===== src/rtl/swu_pkg.sv =====
// Shared types and constants for the stack with undo log.
// Used by swu_cell, swu_chain, swu_ctrl and stack_with_undo; depends on nothing.
package swu_pkg;

    localparam int DEPTH = 128;
    localparam int CNT_W = $clog2(DEPTH + 1);

    typedef logic [CNT_W-1:0] cnt_t;
    typedef logic [31:0]      word_t;
    typedef logic [1:0]       opcode_t;

    localparam opcode_t OP_PUSH = 2'd0;
    localparam opcode_t OP_POP  = 2'd1;
    localparam opcode_t OP_UNDO = 2'd2;

    localparam logic LOG_PUSH = 1'b0;
    localparam logic LOG_POP  = 1'b1;

    typedef enum logic [2:0] {
        ST_PUSHED    = 3'd0,
        ST_POPPED    = 3'd1,
        ST_UNDID_PUSH = 3'd2,
        ST_UNDID_POP = 3'd3,
        ST_EMPTY_POP = 3'd4,
        ST_NO_UNDO   = 3'd5,
        ST_FULL      = 3'd6
    } status_t;

    typedef enum logic [1:0] {
        SH_HOLD = 2'd0,
        SH_PUSH = 2'd1,
        SH_POP  = 2'd2
    } shift_t;

    // One entry of each of the three stacks, as held by one cell.
    typedef struct packed {
        word_t value;
        word_t removed;
        logic  hist;
    } cell_data_t;

    // Shift commands broadcast to every cell, one per stack.
    typedef struct packed {
        shift_t v_sh;
        shift_t r_sh;
        shift_t h_sh;
    } cell_ctrl_t;

endpackage


===== src/rtl/swu_ctrl.sv =====
// Operation decoder and fill counters of the three stacks.
// Depends on swu_pkg; drives the shift commands of swu_chain.
module swu_ctrl (
    input  logic                aclk,
    input  logic                aresetn,
    input  logic                fire,
    input  swu_pkg::opcode_t    opcode,
    input  swu_pkg::word_t      value,
    input  swu_pkg::cell_data_t top,
    output swu_pkg::cell_ctrl_t ctrl,
    output swu_pkg::cell_data_t ins,
    output swu_pkg::status_t    status,
    output swu_pkg::word_t      result_value,
    output logic [7:0]          stack_depth
);
    import swu_pkg::*;

    localparam cnt_t FULL_CNT = CNT_W'(DEPTH);
    localparam cnt_t ONE_CNT  = CNT_W'(1);

    cnt_t vc_reg, vc_next;
    cnt_t rc_reg, rc_next;
    cnt_t hc_reg, hc_next;

    cell_ctrl_t op_ctrl;
    cnt_t       vc_op, rc_op, hc_op;

    always_comb begin
        op_ctrl      = '{v_sh: SH_HOLD, r_sh: SH_HOLD, h_sh: SH_HOLD};
        ins          = '{value: value, removed: top.value, hist: LOG_PUSH};
        status       = ST_NO_UNDO;
        result_value = '0;
        vc_op        = vc_reg;
        rc_op        = rc_reg;
        hc_op        = hc_reg;
        case (opcode)
            OP_PUSH: begin
                if (vc_reg >= FULL_CNT || hc_reg >= FULL_CNT) begin
                    status = ST_FULL;
                end else begin
                    op_ctrl.v_sh = SH_PUSH;
                    op_ctrl.h_sh = SH_PUSH;
                    ins.hist     = LOG_PUSH;
                    vc_op        = vc_reg + ONE_CNT;
                    hc_op        = hc_reg + ONE_CNT;
                    status       = ST_PUSHED;
                    result_value = value;
                end
            end
            OP_POP: begin
                if (vc_reg == '0) begin
                    status = ST_EMPTY_POP;
                end else if (hc_reg >= FULL_CNT || rc_reg >= FULL_CNT) begin
                    status = ST_FULL;
                end else begin
                    op_ctrl.v_sh = SH_POP;
                    op_ctrl.r_sh = SH_PUSH;
                    op_ctrl.h_sh = SH_PUSH;
                    ins.removed  = top.value;
                    ins.hist     = LOG_POP;
                    vc_op        = vc_reg - ONE_CNT;
                    rc_op        = rc_reg + ONE_CNT;
                    hc_op        = hc_reg + ONE_CNT;
                    status       = ST_POPPED;
                    result_value = top.value;
                end
            end
            OP_UNDO: begin
                if (hc_reg == '0) begin
                    status = ST_NO_UNDO;
                end else if (top.hist == LOG_PUSH) begin
                    if (vc_reg != '0) begin
                        op_ctrl.v_sh = SH_POP;
                        op_ctrl.h_sh = SH_POP;
                        vc_op        = vc_reg - ONE_CNT;
                        hc_op        = hc_reg - ONE_CNT;
                        status       = ST_UNDID_PUSH;
                        result_value = top.value;
                    end
                end else if (rc_reg != '0 && vc_reg < FULL_CNT) begin
                    // Put the most recently removed value back on the main stack.
                    op_ctrl.v_sh = SH_PUSH;
                    op_ctrl.r_sh = SH_POP;
                    op_ctrl.h_sh = SH_POP;
                    ins.value    = top.removed;
                    vc_op        = vc_reg + ONE_CNT;
                    rc_op        = rc_reg - ONE_CNT;
                    hc_op        = hc_reg - ONE_CNT;
                    status       = ST_UNDID_POP;
                    result_value = top.removed;
                end
            end
            default: begin
                status = ST_NO_UNDO;
            end
        endcase
    end

    always_comb begin
        if (fire) begin
            ctrl    = op_ctrl;
            vc_next = vc_op;
            rc_next = rc_op;
            hc_next = hc_op;
        end else begin
            ctrl    = '{v_sh: SH_HOLD, r_sh: SH_HOLD, h_sh: SH_HOLD};
            vc_next = vc_reg;
            rc_next = rc_reg;
            hc_next = hc_reg;
        end
    end

    assign stack_depth = 8'(vc_op);

    always_ff @(posedge aclk) begin
        if (!aresetn) begin
            vc_reg <= '0;
            rc_reg <= '0;
            hc_reg <= '0;
        end else begin
            vc_reg <= vc_next;
            rc_reg <= rc_next;
            hc_reg <= hc_next;
        end
    end

endmodule


===== config.mk =====
export PLATFORM = sky130hd
export DESIGN_NAME = swu_ctrl
export DESIGN_NICKNAME = d
export VERILOG_FILES = /design/src/rtl/swu_pkg.sv /design/src/rtl/swu_ctrl.sv
export SDC_FILE = /design/constraint.sdc
export NUM_CORES = 1
export LEC_CHECK = 0
export ABC_AREA = 0
export BUFFER_PORTS_ARGS = -buffer_cell sky130_fd_sc_hd__buf_4
export CORE_AREA = 2 2 93 95
export CTS_BUF_LIST = sky130_fd_sc_hd__clkbuf_4
export DETAILED_ROUTE_END_ITERATION = 12
export DIE_AREA = 0 0 95 97
export PLACE_DENSITY_LB_ADDON = 0.3
export SLEW_MARGIN = 20
export SYNTH_ARGS = -nofsm -noshare
export SYNTH_HDL_FRONTEND = slang
export SYNTH_SLANG_ARGS = --single-unit

===== constraint.sdc =====
create_clock -name aclk -period 2.8 [get_ports aclk]
set_input_delay 0.28 -clock aclk [delete_from_list [all_inputs] [get_ports aclk]]
set_output_delay 0.28 -clock aclk [all_outputs]
set_load 0.005 [all_outputs]

==> reports/qor.txt <==
GPL Wtd Cong: 0.967
I/O pin count: 216
drt total wl: 15,600 um
PD cells: 334 mW/mm2
max-cap violation count: 0
Async S/R FF share, synth: 0%
Fin Clk Skew: 0.0133 ns
Max Fanout on Critical Path: 17
Vias per Instance: 5.97
status: complete, no violations
Die Span Y: 97 um
Die X: 95 um
final worst slack: 0.00380 ns
Yosys cell types: 58
delay-heaviest family, CP: simple AND/OR/NAND/NOR gates
slowest cell delay on critical path: 0.51 ns
Mapped Cells: 471
CP arrival: 2.52 ns
area share of the largest cell type after synthesis: 13.5%
final setup fails: 0
Initial Utilization: 43.9%
final antenna-violating net count: 0
number of flops mapped to enable cells by yosys: 0
Leak Pwr: 2.51 nW
Critical Path Start Type: flip-flop
first-pass GRT wire length: 22,800 um
largest cells by area after synthesis: dfxtp_1, mux2_2, a222oi_1
worst vdd ir: 215 uV
critical path capture point type: output port
layout cells sized above 1: 47.9%
Clk pin slew, worst setup/hold paths: 0.15 ns
mapped cell area: 0.00357 mm2
number of placed instances, taps included: 751
Area Overhead vs Synth: 50.7%
gr usage total: 31.5%
DP Wirelength: 12,300 um
port bufs: 215
TNS Setup: 0 ns
H-tree depth: 1
Worst Hold Class: in2reg
Synth warnings: 0
Final Hold Viols: 0
root buffer selected by CTS: clkbuf_4
Main synth FF type: dfxtp_1
max-slew violations: 0
period utilisation layout: 99.9%
routed len/inst: 20.2 um
Seq/Total Area, Yosys: 13.5%
core area: 0.00813 mm2
CTS tree: done
initial antenna violation count: 8
highest clock rate: 358 MHz
pin count of the biggest net entering global routing: 46
Iteration-0 DRC Markers: 453
clock latency on the worst-skew pair: 0.33 ns
Crit path buffers/inverters: 2
Vias: 4,594
area leader, netlist: dfxtp_1
drt pass-1 iters: 8
CP Class: reg2out
DRC: 0
CP max stage cell: or4_4
crit-path cells: or4_4 > or2_4 > a31o_4 > buf_12 > a222oi_1 > nor2_1 > buf_4
std cell rows: 33
post-layout min period: 2.80 ns
Syn Nets: 594
final instance area: 0.00538 mm2
grt total ovfl: 0
Slew @ Worst Pin: 0.804 ns
Post-Layout Cell Count: 770
clock sinks: 24
Mean Syn Cell Area: 7.58 um2
placed inst area: 0.00515 mm2
Setup WS pre-CTS: 0.0855 ns
Max Root-Sink Buffers: 2
hold buffers post-CTS: 0
flop and latch count out of synthesis: 24
Die ar.: 0.00922 mm2
vias in the first global route: 4,184
CTS Buf Count: 3
Worst Path Required: 2.52 ns
Rel. slew slack: 46.4%
RSZ-0062 raised after global routing: yes
nets: 782
## cell usage after synthesis, types with 2 or more instances
library cell	number
o221ai_1	3
nand4_1	2
a21oi_1	33
o31ai_1	2
xor2_1	4
mux2_2	32
and3_1	2
xnor2_1	16
or3_1	3
a221oi_1	8
nor3_1	8
fa_1	2
a211oi_1	4
a21o_1	7
or2_2	3
o211ai_1	3
or4_1	6
nand2_1	15
nor4_1	5
buf_4	32
nor2b_1	4
buf_2	7
buf_6	4
o21a_1	10
nor2_1	64
nand3_1	9
mux2i_1	9
and2_1	3
inv_1	24
a31oi_1	3
dfxtp_1	24
a222oi_1	32
nor3b_1	2
a2bb2oi_1	2
o21ai_0	21
ha_1	19
clkbuf_1	23
## cell families (layout without fill, tap and decap cells)
| family | Yosys count | after routing | share of synthesized area, % |
|---|---|---|---|
| and+or+nand+nor | 132 | 132 | 18.0 |
| DFF | 24 | 24 | 13.5 |
| muxes | 41 | 41 | 12.6 |
| other | 0 | 7 | 0 |
| adders and majority gates | 21 | 21 | 7.78 |
| AOI/OAI and AO/OA | 142 | 142 | 29.2 |
| buffers and inverters | 91 | 278 | 14.0 |
| xor gates and xnor gates | 20 | 20 | 4.91 |
## worst paths after layout
| kind | startpoint | end | slack [ns] | cells past startpoint |
|---|---|---|---|---|
| worst max register to register | rc_reg[1]$_SDFFE_PN0P_ | rc_reg[7]$_SDFFE_PN0P_ | 0.42 | 7 |
| worst min register to register | rc_reg[6]$_SDFFE_PN0P_ | rc_reg[6]$_SDFFE_PN0P_ | 0.49 | 2 |
| worst max-delay path | hc_reg[0]$_SDFFE_PN0P_ | result_value[26] | 0.004 | 7 |
| worst min-delay path | aresetn | vc_reg[7]$_SDFFE_PN0P_ | 0.18 | 2 |
## through the flow
stage	hold WS [ns]	util, %	power (W)
after floorplan	0.397	-	0.00103
after global placement	0.459	63.3	0.00150
after detailed placement	0.469	63.3	0.00152
after CTS	0.166	64.2	0.00173
after global routing	0.187	66.0	0.00192
final	0.182	66.1	0.00180
## where the power goes
part | total (W) | internal [W] | switching, W
Combinational | 0.00123 | 0.000638 | 0.000588
Sequential | 0.000405 | 0.000369 | 0.0000355
Clock | 0.000168 | 0.0000524 | 0.000116
## metal layers
layer | GRT usage (%) | part of all wire [%] | up-vias
met4 | 3.79 | 1.4 | 4
li1 | - | - | 2133
met5 | 0 | 0.19 | -
met2 | 51.1 | 46 | 271
met1 | 39.0 | 39 | 2157
met3 | 14.6 | 13 | 29
## cell type report
| cell class | count | area (um2) |
|---|---|---|
| clock buffer | 3 | 22.5 |
| tap | 105 | 131 |
| fill | 704 | 2750 |
| multi-input combinational | 356 | 2680 |
| antenna | 7 | 17.5 |
| timing repair buffer | 249 | 1940 |
| clock inverter | 1 | 3.75 |
| sequential | 24 | 488 |
| inverter | 25 | 93.8 |
## cells in the final DEF, fill, tap and decap left out, types with 4 or more instances in the layout
master,netlist,final
buf_4,32,243
nor2_1,64,64
a222oi_1,32,32
mux2_2,32,32
a21oi_1,33,31
inv_1,24,24
dfxtp_1,24,20
o21ai_0,21,19
ha_1,19,19
xnor2_1,16,16
nand2_1,15,15
o21a_1,10,9
mux2i_1,9,9
nand3_1,9,9
a221oi_1,8,8
nor3_1,8,8
diode_2,0,7
a21o_1,7,7
nor4_1,5,5
or4_4,0,4
xor2_1,4,4
nor2b_1,4,4
buf_12,0,4
## timing repair
item                                    4_1_cts  5_1_grt
endpoints found under the setup margin       62       37
gates cloned                                  0        1
resized for setup                            10       18
pin swaps                                     5       21
setup buffers                                 2        5
Note: power is estimated with default switching activity, not from simulation.
